File: config.mk
export PLATFORM = sky130hd
export DESIGN_NAME = tga_rle_pixel_decoder
export DESIGN_NICKNAME = d
export VERILOG_FILES = /design/src/sv/tga_rle_pkg.sv /design/src/sv/tga_rle_front.sv /design/src/sv/tga_rle_queue.sv /design/src/sv/tga_rle_pixel_decoder.sv
export SDC_FILE = /design/constraint.sdc
export NUM_CORES = 1
export LEC_CHECK = 0
export ABC_AREA = 1
export BUFFER_PORTS_ARGS = -buffer_cell sky130_fd_sc_hd__buf_2
export CAP_MARGIN = 10
export CORE_UTILIZATION = 55
export CTS_CLUSTER_SIZE = 28
export DETAILED_ROUTE_END_ITERATION = 7
export PLACE_DENSITY_LB_ADDON = 0.05
export SLEW_MARGIN = 20
export SYNTH_ARGS = -nofsm -noshare
export SYNTH_HDL_FRONTEND = slang
export SYNTH_HIERARCHICAL = 1
export SYNTH_SLANG_ARGS = --single-unit
File: constraint.sdc
create_clock -name clk -period 6.4 [get_ports clk]
set_clock_uncertainty 0.15 [all_clocks]
set_input_delay 0.32 -clock clk [delete_from_list [all_inputs] [get_ports clk]]
set_output_delay 0.32 -clock clk [all_outputs]
set_load 0.01 [all_outputs]
File: src/sv/tga_rle_pkg.sv
// Shared types and constants of the TGA run-length pixel decoder.
`default_nettype none

package tga_rle_pkg;

	// Configuration register file.
	localparam int CFG_INDEX_W = 1;
	localparam int CFG_DATA_W  = 32;

	typedef enum logic [CFG_INDEX_W-1:0] {
		REG_BYTES_PER_PIXEL = 1'b0,
		REG_PIXEL_COUNT     = 1'b1
	} cfg_reg_t;

	localparam logic [2:0]  BPP_RESET         = 3'd4;
	localparam logic [31:0] PIXEL_COUNT_RESET = 32'd1;

	// Longest packet a header can open.
	localparam logic [7:0] MAX_PACKET_PIXELS = 8'd128;

	// Entries in the queue between the parser and the result port.
	localparam int QUEUE_DEPTH = 2;

	// One decoded word as it leaves the block.
	typedef struct packed {
		logic [31:0] pixel_value;
		logic [7:0]  repeat_count;
		logic        image_done;
		logic        overrun_error;
	} result_t;

endpackage

`default_nettype wire

File: src/sv/tga_rle_front.sv
// Front end: packet header parsing, pixel assembly and image pixel accounting.
`default_nettype none

module tga_rle_front (
	input  logic                                 clk,
	input  logic                                 arst_n,
	input  logic                                 accept,
	input  logic [7:0]                           data_byte,
	input  logic                                 cfg_we,
	input  logic [tga_rle_pkg::CFG_INDEX_W-1:0]  cfg_index,
	input  logic [tga_rle_pkg::CFG_DATA_W-1:0]   cfg_wdata,
	output logic                                 tok_valid,
	output tga_rle_pkg::result_t                 tok
);
	import tga_rle_pkg::*;

	logic [2:0]  bpp_q;
	logic [31:0] pixel_count_q;
	logic        expect_header_q;
	logic        packet_is_run_q;
	logic [7:0]  left_q;
	logic [1:0]  byte_idx_q;
	logic [23:0] partial_q;
	logic [31:0] pixels_done_q;
	logic [31:0] remaining_q;

	logic [2:0]  pix_size;
	logic        last_byte;
	logic [31:0] value;
	logic        pixel_end;
	logic        run_fits;
	logic        run_exact;
	logic        rem_nonzero;
	logic        rem_one;
	logic [7:0]  left_dec;
	logic [7:0]  repeat_cnt;
	logic        done;
	logic        overrun;
	logic        image_clear;
	logic [7:0]  consumed;

	// Pixel size: zero acts as one byte, anything above four as four.
	always_comb begin
		priority if (bpp_q == 3'd0) begin
			pix_size = 3'd1;
		end else if (bpp_q > 3'd4) begin
			pix_size = 3'd4;
		end else begin
			pix_size = bpp_q;
		end
	end

	assign last_byte = (({1'b0, byte_idx_q}) + 3'd1) >= pix_size;
	assign value     = {8'd0, partial_q} | ({24'd0, data_byte} << {byte_idx_q, 3'b000});
	assign pixel_end = accept && !expect_header_q && last_byte;

	// Compare the packet against the pixels still open in the image.
	assign run_fits    = remaining_q >= {24'd0, left_q};
	assign run_exact   = remaining_q == {24'd0, left_q};
	assign rem_nonzero = remaining_q != 32'd0;
	assign rem_one     = remaining_q == 32'd1;
	assign left_dec    = (left_q != 8'd0) ? left_q - 8'd1 : 8'd0;

	// Classify the finished pixel.
	always_comb begin
		if (packet_is_run_q) begin
			repeat_cnt = run_fits ? left_q : remaining_q[7:0];
			done       = run_fits ? run_exact : 1'b1;
			overrun    = !run_fits;
			consumed   = left_q;
		end else begin
			repeat_cnt = rem_nonzero ? 8'd1 : 8'd0;
			done       = rem_nonzero ? rem_one : 1'b1;
			overrun    = !rem_nonzero;
			consumed   = 8'd1;
		end
		// The image restarts when a full image ends with its packet, or on any overrun.
		image_clear = done && (packet_is_run_q || !rem_nonzero || (left_dec == 8'd0));
	end

	assign tok_valid         = pixel_end;
	assign tok.pixel_value   = value;
	assign tok.repeat_count  = repeat_cnt;
	assign tok.image_done    = done;
	assign tok.overrun_error = overrun;

	// Configuration registers and parser state.
	always_ff @(posedge clk or negedge arst_n) begin
		if (!arst_n) begin
			bpp_q           <= BPP_RESET;
			pixel_count_q   <= PIXEL_COUNT_RESET;
			expect_header_q <= 1'b1;
			packet_is_run_q <= 1'b0;
			left_q          <= 8'd0;
			byte_idx_q      <= 2'd0;
			partial_q       <= 24'd0;
			pixels_done_q   <= 32'd0;
			remaining_q     <= PIXEL_COUNT_RESET;
		end else if (cfg_we) begin
			unique case (cfg_reg_t'(cfg_index))
				REG_BYTES_PER_PIXEL: begin
					bpp_q <= cfg_wdata[2:0];
				end
				REG_PIXEL_COUNT: begin
					pixel_count_q <= cfg_wdata;
					remaining_q   <= (cfg_wdata > pixels_done_q) ?
						cfg_wdata - pixels_done_q : 32'd0;
				end
				default: begin
				end
			endcase
		end else if (accept) begin
			if (expect_header_q) begin
				// Header: bit 7 picks run or raw, low bits give length minus one.
				packet_is_run_q <= data_byte[7];
				left_q          <= {1'b0, data_byte[6:0]} + 8'd1;
				expect_header_q <= 1'b0;
				byte_idx_q      <= 2'd0;
				partial_q       <= 24'd0;
			end else if (!last_byte) begin
				partial_q  <= value[23:0];
				byte_idx_q <= byte_idx_q + 2'd1;
			end else begin
				byte_idx_q <= 2'd0;
				partial_q  <= 24'd0;
				if (image_clear) begin
					expect_header_q <= 1'b1;
					left_q          <= 8'd0;
					pixels_done_q   <= 32'd0;
					remaining_q     <= pixel_count_q;
				end else begin
					pixels_done_q <= pixels_done_q + {24'd0, consumed};
					remaining_q   <= remaining_q - {24'd0, consumed};
					if (packet_is_run_q || (left_dec == 8'd0)) begin
						expect_header_q <= 1'b1;
						left_q          <= 8'd0;
					end else begin
						left_q <= left_dec;
					end
				end
			end
		end
	end

endmodule

`default_nettype wire

File: src/sv/tga_rle_queue.sv
// Back end: short queue of decoded words that drives the result port.
`default_nettype none

module tga_rle_queue #(
	parameter int DEPTH = tga_rle_pkg::QUEUE_DEPTH
) (
	input  logic                 clk,
	input  logic                 arst_n,
	input  logic                 wr_en,
	input  tga_rle_pkg::result_t wr_data,
	output logic                 full,
	input  logic                 rd_en,
	output logic                 empty,
	output tga_rle_pkg::result_t rd_data
);
	import tga_rle_pkg::*;

	localparam int PTR_W = (DEPTH > 1) ? $clog2(DEPTH) : 1;
	localparam int CNT_W = $clog2(DEPTH + 1);

	result_t            mem_q [DEPTH];
	logic [PTR_W-1:0]   wr_ptr_q;
	logic [PTR_W-1:0]   rd_ptr_q;
	logic [CNT_W-1:0]   count_q;
	logic               do_wr;
	logic               do_rd;

	assign full    = count_q == CNT_W'(DEPTH);
	assign empty   = count_q == '0;
	assign do_wr   = wr_en && !full;
	assign do_rd   = rd_en && !empty;
	assign rd_data = mem_q[rd_ptr_q];

	// Word storage.
	always_ff @(posedge clk) begin
		if (do_wr) begin
			mem_q[wr_ptr_q] <= wr_data;
		end
	end

	// Pointers wrap at the depth; the count tracks occupancy.
	always_ff @(posedge clk or negedge arst_n) begin
		if (!arst_n) begin
			wr_ptr_q <= '0;
			rd_ptr_q <= '0;
			count_q  <= '0;
		end else begin
			if (do_wr) begin
				wr_ptr_q <= (wr_ptr_q == PTR_W'(DEPTH - 1)) ? '0 : wr_ptr_q + PTR_W'(1);
			end
			if (do_rd) begin
				rd_ptr_q <= (rd_ptr_q == PTR_W'(DEPTH - 1)) ? '0 : rd_ptr_q + PTR_W'(1);
			end
			if (do_wr && !do_rd) begin
				count_q <= count_q + CNT_W'(1);
			end else if (do_rd && !do_wr) begin
				count_q <= count_q - CNT_W'(1);
			end
		end
	end

endmodule

`default_nettype wire

File: src/sv/tga_rle_pixel_decoder.sv
// Top level of the TGA run-length pixel decoder.
//
//   Channel  | Handshake        | Word
//   ---------+------------------+---------------------------------------------
//   input    | push / full      | data_byte
//   result   | pop / empty      | pixel_value, repeat_count, image_done,
//            |                  | overrun_error
//   config   | cfg_we           | cfg_index, cfg_wdata
//
// One byte is taken per cycle while full is low; a byte that completes a pixel writes its word
// into the queue in the same cycle, and the result port shows the word at the head of the queue.
// The queue holds QUEUE_DEPTH words; full rises only when it is filled and pop is low.
// Reset sets four bytes per pixel, an image of one pixel, and awaits a packet header.
`default_nettype none

module tga_rle_pixel_decoder #(
	parameter int QUEUE_DEPTH = tga_rle_pkg::QUEUE_DEPTH
) (
	input  logic                                clk,
	input  logic                                arst_n,
	input  logic                                push,
	output logic                                full,
	input  logic [7:0]                          data_byte,
	output logic                                empty,
	input  logic                                pop,
	output logic [31:0]                         pixel_value,
	output logic [7:0]                          repeat_count,
	output logic                                image_done,
	output logic                                overrun_error,
	input  logic                                cfg_we,
	input  logic [tga_rle_pkg::CFG_INDEX_W-1:0] cfg_index,
	input  logic [tga_rle_pkg::CFG_DATA_W-1:0]  cfg_wdata
);
	import tga_rle_pkg::*;

	logic    accept;
	logic    tok_valid;
	result_t tok;
	result_t head;

	assign accept = push && !full;

	// Parser and pixel accounting.
	tga_rle_front u_front (
		.clk       (clk),
		.arst_n    (arst_n),
		.accept    (accept),
		.data_byte (data_byte),
		.cfg_we    (cfg_we),
		.cfg_index (cfg_index),
		.cfg_wdata (cfg_wdata),
		.tok_valid (tok_valid),
		.tok       (tok)
	);

	// Result queue.
	tga_rle_queue #(
		.DEPTH (QUEUE_DEPTH)
	) u_queue (
		.clk     (clk),
		.arst_n  (arst_n),
		.wr_en   (tok_valid),
		.wr_data (tok),
		.full    (full),
		.rd_en   (pop),
		.empty   (empty),
		.rd_data (head)
	);

	assign pixel_value   = head.pixel_value;
	assign repeat_count  = head.repeat_count;
	assign image_done    = head.image_done;
	assign overrun_error = head.overrun_error;

	// A decoded word only comes from an accepted byte.
	a_word_from_byte: assert property (@(posedge clk) disable iff (!arst_n)
		tok_valid |-> accept)
		else $error("decoded word without an accepted byte");

	// An overrun always ends the image.
	a_overrun_ends_image: assert property (@(posedge clk) disable iff (!arst_n)
		(!empty && overrun_error) |-> image_done)
		else $error("overrun word not marked as image end");

	// A zero repeat count only appears on an overrun.
	a_zero_repeat_overrun: assert property (@(posedge clk) disable iff (!arst_n)
		(!empty && (repeat_count == 8'd0)) |-> overrun_error)
		else $error("zero repeat count without overrun");

	// Repeat count never exceeds the longest packet.
	a_repeat_bound: assert property (@(posedge clk) disable iff (!arst_n)
		!empty |-> (repeat_count <= MAX_PACKET_PIXELS))
		else $error("repeat count beyond packet length");

endmodule

`default_nettype wire

### Word-level counts from Yosys, hierarchy flattened

Memory sizes are Yosys's and may differ from the RTL's.
Index checks and enable logic that the tools add are counted.

| word-level totals | value |
|---|---|
| output and inout bits | 44 |
| flip-flop bits (word level) | 139 |
| logic and storage cells | 109 |
| bits in writable memories | 84 |
| bits of input ports | 46 |
| memories kept | 1 |

| operators by class | value |
|---|---|
| equal/unequal tests | 5 |
| order comparisons | 4 |
| add/subtract/negate cells | 11 |
| shifts and indexed selects | 1 |
| reductions and logical operators | 34 |
| bitwise logic cells | 4 |
| mux-type cells | 37 |

Memories:

| memory | words | width | rd ports | clocked after Yosys merged registers in | wr ports | RTL line | RTL |
|---|---|---|---|---|---|---|---|
| u_queue.mem_q | 2 | 42 | 1 | 0 | 1 | tga_rle_queue.sv:21 | `result_t mem_q [DEPTH];` |

Operators by type and width:

| kind | number |
|---|---|
| $mux W32 | 8 |
| $mux W8 | 8 |
| $mux W24 | 2 |
| $add A32 B8 Y32 | 1 |
| $eq A32 B1 Y1 const B | 1 |
| $eq A32 B8 Y1 | 1 |
| $ge A32 B8 Y1 | 1 |
| $gt A32 B32 Y1 | 1 |
| $or A24 B32 Y32 | 1 |
| $reduce_bool A32 Y1 | 1 |
| $shl A8 B5 Y32 | 1 |
| $sub A32 B32 Y32 | 1 |
| $sub A32 B8 Y32 | 1 |
| $mux W1 | 13 |
| $add A7 B1 Y8 const B | 1 |
| $logic_and A1 B1 Y1 | 8 |
| $logic_not A8 Y1 | 1 |
| $mux W2 | 4 |
| $reduce_and A4 Y1 | 2 |
| $reduce_bool A2 Y1 | 4 |
| $reduce_bool A8 Y1 | 1 |
| $sub A8 B1 Y8 const B | 1 |
| $logic_not A1 Y1 | 7 |
| $mux W3 | 2 |
| other kinds (15) | 24 |

### Depth between registers and ports, before layout

Gate-level depths: netlist of the first run.

| logic depth | value |
|---|---|
| depth in word-level cells | 10 |
| gate-level depth with buffers | 21 |
| mapped depth without buffers | 20 |

### Modules after synthesis

Netlist of the first run, hierarchy kept.

Modules (own cells, without submodules):

| module | area each (um2) | instances | seq. area each (um2) | cells each |
|---|---|---|---|---|
| tga_rle_front | 11329.6 | 1 | 3383.2 | 1731 |
| tga_rle_queue | 3294.4 | 1 | 2622.5 | 251 |
| tga_rle_pixel_decoder | 10.0 | 1 | 0.0 | 2 |

### Least setup slack after synthesis of the first run

No wires, ideal clock.

| timing path | value |
|---|---|
| path kind | register -> register |
| from | register u_front.byte_idx_q[0] |
| to | memory u_queue/mem_q[1][0] in the netlist's numbering, enable pin |
| buffers on the path | 0 |
| cell stages (with the launch flop) | 9 |
| library setup time | 441 ps |
| period minus slack after synthesis | 3871 ps |
| slack | 2529 ps |
| data required time | 5809 ps |
| data arrival time | 3280 ps |
| cells stage by stage | dfrtp_1 ha_1 ha_1 nand2_1 o211ai_1 nand2_1 inv_1 o21ai_1 nor2_1 |

| on the way | value |
|---|---|
| word-level cells in the longest chain between the ends | 6 |

Ends and longest elaborated chain:

| item | RTL line | RTL |
|---|---|---|
| start, declared | tga_rle_front.sv:22 | `logic [1:0] byte_idx_q;` |
| start signal, assigned | tga_rle_front.sv:122 | `byte_idx_q <= byte_idx_q + 2'd1;` |
| $add A2 B1 Y3 | tga_rle_front.sv:53 | `assign last_byte = (({1'b0, byte_idx_q}) + 3'd1) >= pix_size;` |
| $ge A3 B3 Y1 | tga_rle_front.sv:53 |  |
| $logic_and A1 B1 Y1 | tga_rle_front.sv:55 | `assign pixel_end = accept && !expect_header_q && last_byte;` |
| via tok_valid | tga_rle_pixel_decoder.sv:37 | `logic tok_valid;` |
| $logic_and A1 B1 Y1 | tga_rle_queue.sv:30 | `assign do_wr = wr_en && !full;` |
| $mux W1 | tga_rle_queue.sv:36 | `if (do_wr) begin` |
| $mux W1 (implied by the code) | tga_rle_queue.sv:37 | `mem_q[wr_ptr_q] <= wr_data;` |
| end, declared | tga_rle_queue.sv:21 |  |

The timed path passes the listed nets, and every way through them passes these cells.

### Worst setup path in the final report of the first run

| timing path | value |
|---|---|
| from | register u_front.byte_idx_q[0] |
| to | register u_front.remaining_q[30] |

| on the way | value |
|---|---|
| word-level cells in the longest chain between the ends | 4 |

Ends and longest elaborated chain:

| item | RTL line | RTL |
|---|---|---|
| $add A2 B1 Y3 | tga_rle_front.sv:53 |  |
| $ge A3 B3 Y1 | tga_rle_front.sv:53 |  |
| $reduce_bool A2 Y1 (no source line) | - |  |
| $reduce_and A4 Y1 (no source line) | - |  |
| end signal, assigned | tga_rle_front.sv:106 | `remaining_q <= (cfg_wdata > pixels_done_q) ?` |
| end signal, assigned | tga_rle_front.sv:130 | `remaining_q <= pixel_count_q;` |
| end signal, assigned | tga_rle_front.sv:133 | `remaining_q <= remaining_q - {24'd0, consumed};` |
| end, declared | tga_rle_front.sv:25 | `logic [31:0] remaining_q;` |

Every way passes these cells.
A chain may end at the register's enable or synchronous reset.

==> summary.md, run 1 <==
| Metric | Value |
|---|---|
| Die Ht | between 150 and 200 µm |
| Hpwl dp | approximately 32 mm |
| Layout cells sized above 1 | 10.3% |
| Leak | about 8 nW |
| # H-tree levels | 1 |
| Worst setup path class | reg -> reg |
| Hold Slack | between 0.02 and 0.025 ns |
| VDD IR max | about 0.33 mV |
| Synth area leaders | dfrtp_1, edfxtp_1, nand2_1, inv_1, nor2_1 |
| Most numerous cell on the critical path | nand2_1 |
| Maximum clock frequency | around 250 MHz |
| Gr ovfl total | 0 |
| First-pass DRT Iterations | 7 |
| Most common cell in the netlist | nand2_1 |
| DIE WIDTH | roughly 170 µm |
| Worst endpoint required time | approximately 6.7 ns |
| Worst setup path start | u_front/byte_idx_q[0]$_DFFE_PN0P_ |
| First-pass GRT wire length | approximately 66 mm |
| Slew headroom | 29.6% |
| Post-synthesis cell area | around 0.015 mm² |
| Num rows | around 60 |
| Initial core utilization | between 50% and 60% |
| Routability cong. | approximately 0.94 |
| Max-Cap Viols | 0 |
| Seq/Total Area, Yosys | between 40% and 50% |
| Antenna violations before repair | 0 |
| Min-Delay Path Class | in -> reg |
| Max incr delay on CP | roughly 0.8 ns |
| Clock Latency Late Sink | 0.53 ns |
| Area growth syn-to-layout | 12.5% |
| Top FF cell, synth | dfrtp_1 |
| Crit path capture type | register |
| Clk root buf | clkbuf_16 |
| Total GRT Usage | around a third |
| CTS Buf Count | 25 |
| Commonest cells in the netlist | nand2_1, inv_1, nor2_1 |
| Design Area, Final | 0.0165 mm² |
| Via/cell ratio | approximately 5.5 |
| Wire per inst | ~17 µm |
| Clock slew seen by the registers of the worst setup and hold paths | 0.06 ns |
| CP Cell Sequence | ha_1, ha_1, nand2_1, o211ai_1, nand2_1, nor2_2, buf_4, inv_1, nand2_1, inv_2, a21oi_1, a21oi_1 |
| Hold Crit Depth | 3 |
| Yosys top cell by area | dfrtp_1 |
| First DRT Iteration DRCs | about 1,100 |
| Area occupied by multi-input gates | 0.00738 mm² |
| Data arrival time of the worst path | around 4.2 ns |
| CTS max path bufs | 3 |
| Register area | between 0.006 and 0.007 mm² |
| PnR worst setup slack | 2.45 ns |
| Outcome | completed |
| Final setup viols | 0 |
| Die area | around 0.027 mm² |
| Fin. Hold Viols | 0 |
| Ant diodes | 0 |
| Period utilization | between 60% and 70% |
| Min cycle time layout | roughly 3.9 ns |
| Post-CTS Setup Repair Bufs | 0 |
| Fin Setup TNS | 0 ns |
| Number of global-route vias before repair | around 13,000 |
| Power Dens Cells | 480 mW/mm² |
| Fill count | around 2,500 |
| FFs w/ async S/R, synth | around 62% |
| Synth warn | 6 |
| CP Max Fanout | 35 |
| I/O Pins | 90 |
| Clock Sinks | 223 |
| Fin. max-slew vios | 0 |
| Drt total wl | around 42 mm |
| IO buf count | slightly below 90 |
| Placed cell areas | roughly 0.015 mm² |
| Worst-margin pin slew | ~1.1 ns |
| Yosys reg bits | 223 |
| Antenna Violating Nets Remaining | 0 |
| Vias | approximately 13,000 |
| Pre-CTS WS | between 2 and 3 ns |
| Post-synth cell types | 49 |
| RSZ-0062 raised after global routing | no |
| Post-route DRC | 0 |
| Critical path startpoint category | register |
| Reg2reg start | u_front/byte_idx_q[0]$_DFFE_PN0P_ |
| Reg2reg path depth | 12 |
| Critical path's slowest cell | nand2_1 |
| Post-Syn Instances | 1,984 |
| Number of flops mapped to enable cells by yosys | 84 |
| Yosys top cell area share | a little under a quarter |
| Final nets | ~2,200 |
| Largest net degree at the start of global routing | 89 |
| Reg2reg end | u_front/remaining_q[30]$_DFFE_PN0P_ |
| Syn nets | 2,096 |
| CTS tree | built |
| CP Capture Point | u_front/remaining_q[30]$_DFFE_PN0P_ |
| Mean Syn Cell Area | 7.38 µm² |
| Worst reg2reg setup slack | roughly 2.5 ns |
| Core area | 0.0261 mm² |
-- final cells by class --
class	instances	area share [%]
clock buffer	33	3.98
tap	335	2.55
inverter	259	5.92
timing repair buffer	131	5.18
sequential	223	36.5
multi-input combinational	1448	44.9
clock inverter	12	1.01
-- placed cells by master (no fill, tap or decap), types with 47 or more instances in the layout --
master	synthesis	routed
inv_1	244	244
nand2_1	563	562
buf_2	16	88
o21ai_0	86	86
nor3_1	47	47
nor2_1	213	211
dfrtp_1	135	135
ha_1	63	63
a21oi_1	130	130
edfxtp_1	84	84
nand3_1	131	131
-- what timing repair did --
item	4_1_cts	5_1_grt
hold buffers	34	0
hold endpoints to repair	118	0
resized for setup	0	0
-- registers in the layout (all words and copies together), names as in the netlist --
signal and flops:
u_queue/count_q 2, u_front/partial_q 24, u_queue/wr_ptr_q 1, u_front/left_q 8, u_front/pixels_done_q 32, u_front/pixel_count_q 32, u_front/expect_header_q 1, u_front/remaining_q 32
u_queue/rd_ptr_q 1, u_front/bpp_q 3, u_front/byte_idx_q 2, u_front/packet_is_run_q 1, u_queue/mem_q 84
-- power breakdown --
group,internal [mW],switching [mW],total [mW]
logic,1.37,2.65,4.02
registers,2.01,0.399,2.41
clock network,0.883,0.583,1.47
-- per-layer routing --
| layer | track usage (%) | part of all wire, % | routed length [µm] |
|---|---|---|---|
| met2 | 55.9 | 49 | 20600 |
| met4 | 13.6 | 4.4 | 1840 |
| met5 | 0 | 0 | 0 |
| met1 | 39.6 | 42 | 17900 |
| met3 | 2.47 | 4.3 | 1810 |
-- how the worst min path moves through the flow --
stage | from | endpoint | slack (ns)
after floorplan | arst_n | u_front/bpp_q[0]$_DFFE_PN0P_ | -0.13
after global placement | u_front/pixels_done_q[31]$_DFFE_PN0P_ | u_front/pixels_done_q[31]$_DFFE_PN0P_ | 0.28
after detailed placement | u_front/pixels_done_q[31]$_DFFE_PN0P_ | u_front/pixels_done_q[31]$_DFFE_PN0P_ | 0.29
after CTS | data_byte[6] | u_front/left_q[7]$_DFFE_PN0P_ | 0.01
after global routing | data_byte[6] | u_front/left_q[7]$_DFFE_PN0P_ | 0.04
final | data_byte[6] | u_front/left_q[7]$_DFFE_PN0P_ | 0.02
-- worst max-delay path, delay by kind of cell, from the launching register on --
family | cells | cell delay, ns
simple gates | 4 | 1.05
fa+ha+maj | 2 | 0.63
compound gates | 3 | 0.52
buf+inv | 3 | 0.81
flops | 1 | 0.66
-- cell families (layout without fill, tap and decap cells) --
group | count (synthesis) | in the layout | share of synthesized area (%)
DFF | 223 | 223 | 41.0
buffers and inverters | 313 | 435 | 8.59
xor gates and xnor gates | 42 | 42 | 2.51
adders and majority gates | 66 | 66 | 5.80
AOI/OAI and AO/OA | 262 | 262 | 9.58
and+or+nand+nor | 1063 | 1063 | 31.3
muxes | 15 | 15 | 1.15
-- stage by stage --
step	power (mW)	cells	utilization (%)
after global placement	6.31	2362	58.7
after floorplan	5.25	1984	-
after detailed placement	6.40	2362	58.7
after CTS	7.91	2441	63.2
after global routing	8.55	2441	63.2
final	7.89	2441	63.2
(Power assumes the default switching activity.)
==> inputs of run 2 (changes only) <==
--- a/config.mk
+++ b/config.mk
@@ -5,7 +5,7 @@
 export SDC_FILE = /design/constraint.sdc
 export NUM_CORES = 1
 export LEC_CHECK = 0
-export ABC_AREA = 1
+export ABC_AREA = 0
 export BUFFER_PORTS_ARGS = -buffer_cell sky130_fd_sc_hd__buf_2
 export CAP_MARGIN = 10
 export CORE_UTILIZATION = 55
==> constraint.sdc (replaced) <==
create_clock -name clk -period 3.7 [get_ports clk]
set_clock_uncertainty 0.15 [all_clocks]
set_input_delay 0.185 -clock clk [delete_from_list [all_inputs] [get_ports clk]]
set_output_delay 0.185 -clock clk [all_outputs]
set_load 0.01 [all_outputs]
==> summary.md, run 2 <==
| Metric | Value |
|---|---|
| Data arrival time of the worst path | between 3 and 4 ns |
| Mean Syn Cell Area | 10.2 µm² |
| First-pass DRT Iterations | 5 |
| Area growth syn-to-layout | 15.1% |
| CTS tree | built |
| Yosys top cell area share | 25.0% |
| Final Power | between 10 and 15 mW |
| Commonest non-fill, non-tap cells in the layout | dfrtp_1, nor2_1, nand2_1 |
| Min cycle time layout | roughly 3.4 ns |
| Core area | 0.0242 mm² |
| Area occupied by multi-input gates | between 0.006 and 0.007 mm² |
| Worst endpoint required time | roughly 4.0 ns |
| RSZ-0062 raised after global routing | no |
| Clock Sinks | 223 |
| Outcome | completed |
| Seq/Total Area, Yosys | between 40% and 50% |
| IO buf count | 89 |
| Die Ht | 159 µm |
| Synth Area in Compound Gates | between 10% and 20% |
| FFs w/ async S/R, synth | about 62% |
| Mux cell area share after synthesis | about 8.3% |
| VDD IR max | around 0.52 mV |
| Worst reg2reg setup slack | about 0.30 ns |
| Total GRT Usage | about 29% |
| Pre-CTS WS | about 0.26 ns |
| Yosys top cell by area | dfrtp_1 |
| Largest family of logic cells by synthesized area | compound AO/OA/AOI/OAI gates |
| Post-CTS Setup Repair Bufs | 0 |
| Gr ovfl total | 0 |
| Slew headroom | ~36% |
| First DRT Iteration DRCs | a little over 600 |
| Post-synthesis cell area | roughly 0.014 mm² |
| Commonest cells in the netlist | dfrtp_1, nor2_1, nand2_1 |
| Worst-margin pin slew | 0.953 ns |
| Final setup viols | 0 |
| Commonest non-fill, non-tap cell in the layout | dfrtp_1 |
| Clock slew seen by the registers of the worst setup and hold paths | 0.06 ns |
| Top FF cell, synth | dfrtp_1 |
| Adder-Cell Fraction of Synth Area | 6.27% |
| Max-Cap Viols | 0 |
| Max incr delay on CP | 0.52 ns |
| CP Max Fanout | 14 |
| Antenna Violating Nets Remaining | 0 |
| Clk root buf | clkbuf_16 |
| Via/cell ratio | about 5.9 |
| Ant diodes | 0 |
| Post-route DRC | 0 |
| Min-Delay Path Class | in -> async |
| Fin. max-slew vios | 0 |
| Wire per inst | approximately 20 µm |
| CTS Buf Count | 25 |
| Critical path's slowest cell | dfrtp_1 |
| Maximum clock frequency | around 290 MHz |
| Yosys reg bits | between 200 and 250 |
| Max reg flops | 84 |
| Post-Syn Instances | around 1,300 |
| Fin Setup TNS | 0 ns |
| Crit path capture type | register |
| CTS max path bufs | 3 |
| Worst setup path class | reg -> reg |
| Post-synth cell types | a little under 90 |
| Syn nets | roughly 1,400 |
| Number of global-route vias before repair | between 10,000 and 15,000 |
| Synth area leaders | dfrtp_1, edfxtp_1, ha_1, mux2_4, xnor2_1 |
| Final nets | between 1,500 and 2,000 |
| Largest Register | u_queue/mem_q |
| Period utilization | about nine tenths |
| Antenna violations before repair | 0 |
| Num rows | 57 |
| Most common cell in the netlist | dfrtp_1 |
| Critical path startpoint category | register |
| First-pass GRT wire length | about 58 mm |
| Synth warn | 6 |
| Layout cells sized above 1 | around 19% |
| Largest net degree at the start of global routing | between 70 and 80 |
| Fin. Hold Viols | 0 |
| Post-synthesis xor/xnor area fraction | under 10% |
| Vias | around 11,000 |
| CP Cell Sequence | nand2_1, ha_1, inv_1, fa_1, a211oi_1, o21a_1, nor2_1, nor3_4, a21boi_0, nor3_1, nor4_1, a221o_1 |
| Routability cong. | 0.940 |
| Hpwl dp | 25.8 mm |
| Drt total wl | between 30 and 40 mm |
| I/O Pins | 90 |
| DIE WIDTH | approximately 160 µm |
| Leak | between 6 and 7 nW |
| Power Dens Cells | 684 mW/mm² |
| Reg2reg start | u_front/packet_is_run_q$_DFFE_PN0P_ |
| PnR worst setup slack | between 0.3 and 0.4 ns |
| Die area | 0.0252 mm² |
| Number of flops mapped to enable cells by yosys | 84 |
| Register area | approximately 0.0060 mm² |
| Initial core utilization | 55.8% |
| Fill count | 2,022 |
| Reg2reg end | u_front/remaining_q[30]$_DFFE_PN0P_ |
| # H-tree levels | 1 |
| Synth Area in Simple Gates | about 14% |
| Clock Latency Late Sink | 0.53 ns |
| Reg2reg path depth | 12 |
[run 2: kinds of logic (layout without fill, tap and decap cells)]
family                     Yosys count  count (layout)
and+or+nand+nor                    392             392
xor gates and xnor gates            79              79
buffers and inverters              132             282
AOI/OAI and AO/OA                  346             346
DFF                                223             223
muxes                               87              87
adders and majority gates           66              66
[run 2: worst max-delay path, delay by kind of cell, from the launching register on]
| family | cells | cell delay (ns) |
|---|---|---|
| and+or+nand+nor | 5 | 0.93 |
| buffers and inverters | 1 | 0.06 |
| adders and majority gates | 2 | 0.60 |
| DFF | 1 | 0.52 |
| AOI/OAI and AO/OA | 4 | 1.00 |
[run 2: area by class of cell]
| type | instances | share of cell area [%] |
|---|---|---|
| clock buffer | 32 | 4.19 |
| clock inverter | 14 | 0.627 |
| inverter | 66 | 1.59 |
| multi-input combinational | 970 | 44.6 |
| sequential | 223 | 38.6 |
| tap | 324 | 2.60 |
| timing repair buffer | 170 | 7.85 |
[run 2: layer usage]
metal | vias to the layer above | global-route usage (%) | wire length [µm]
li1 | 5095 | - | -
met1 | 5164 | 38.1 | 15800
met2 | 308 | 48.0 | 17200
met3 | 86 | 4.28 | 1820
met4 | 0 | 11.1 | 1270
met5 | - | 0 | 0
[run 2: report_power, final]
part           switching [mW]  leakage, nW  internal, mW  total (mW)
clock network            1.00        0.371          1.31        2.32
logic                    2.45         3.83          2.03        4.48
registers               0.598         2.48          3.26        3.85
[run 2: per-stage QoR]
stage	utilization, %	hold slack (ns)	area (µm²)	cells
finish	64.2	0.0684	15600	1799
detailed placement	59.3	0.0968	14400	1708
CTS	64.2	0.0757	15600	1799
global placement	59.2	0.0887	14400	1707
global route	64.2	0.0935	15600	1799
floorplan	-	-0.261	13500	1325
[run 2: worst max path at each step]
stage | slack (ns) | startpoint | cells after the start | endpoint
CTS | 0.24 | u_front/packet_is_run_q$_DFFE_PN0P_ | 12 | u_front/pixels_done_q[25]$_DFFE_PN0P_
global route | 0.07 | u_front/packet_is_run_q$_DFFE_PN0P_ | 12 | u_front/remaining_q[30]$_DFFE_PN0P_
detailed placement | 0.26 | u_front/packet_is_run_q$_DFFE_PN0P_ | 12 | u_front/pixels_done_q[25]$_DFFE_PN0P_
floorplan | 0.33 | u_front/packet_is_run_q$_DFFE_PN0P_ | 14 | u_front/pixels_done_q[31]$_DFFE_PN0P_
global placement | 0.34 | u_front/packet_is_run_q$_DFFE_PN0P_ | 12 | u_front/pixels_done_q[27]$_DFFE_PN0P_
finish | 0.30 | u_front/packet_is_run_q$_DFFE_PN0P_ | 12 | u_front/remaining_q[30]$_DFFE_PN0P_
[run 2: timing repair]
action | in CTS | in global routing
endpoints found under the hold margin | 140 | 0
hold buffers | 45 | 0
gates resized for setup | 0 | 1
setup endpoints to repair | 0 | 5
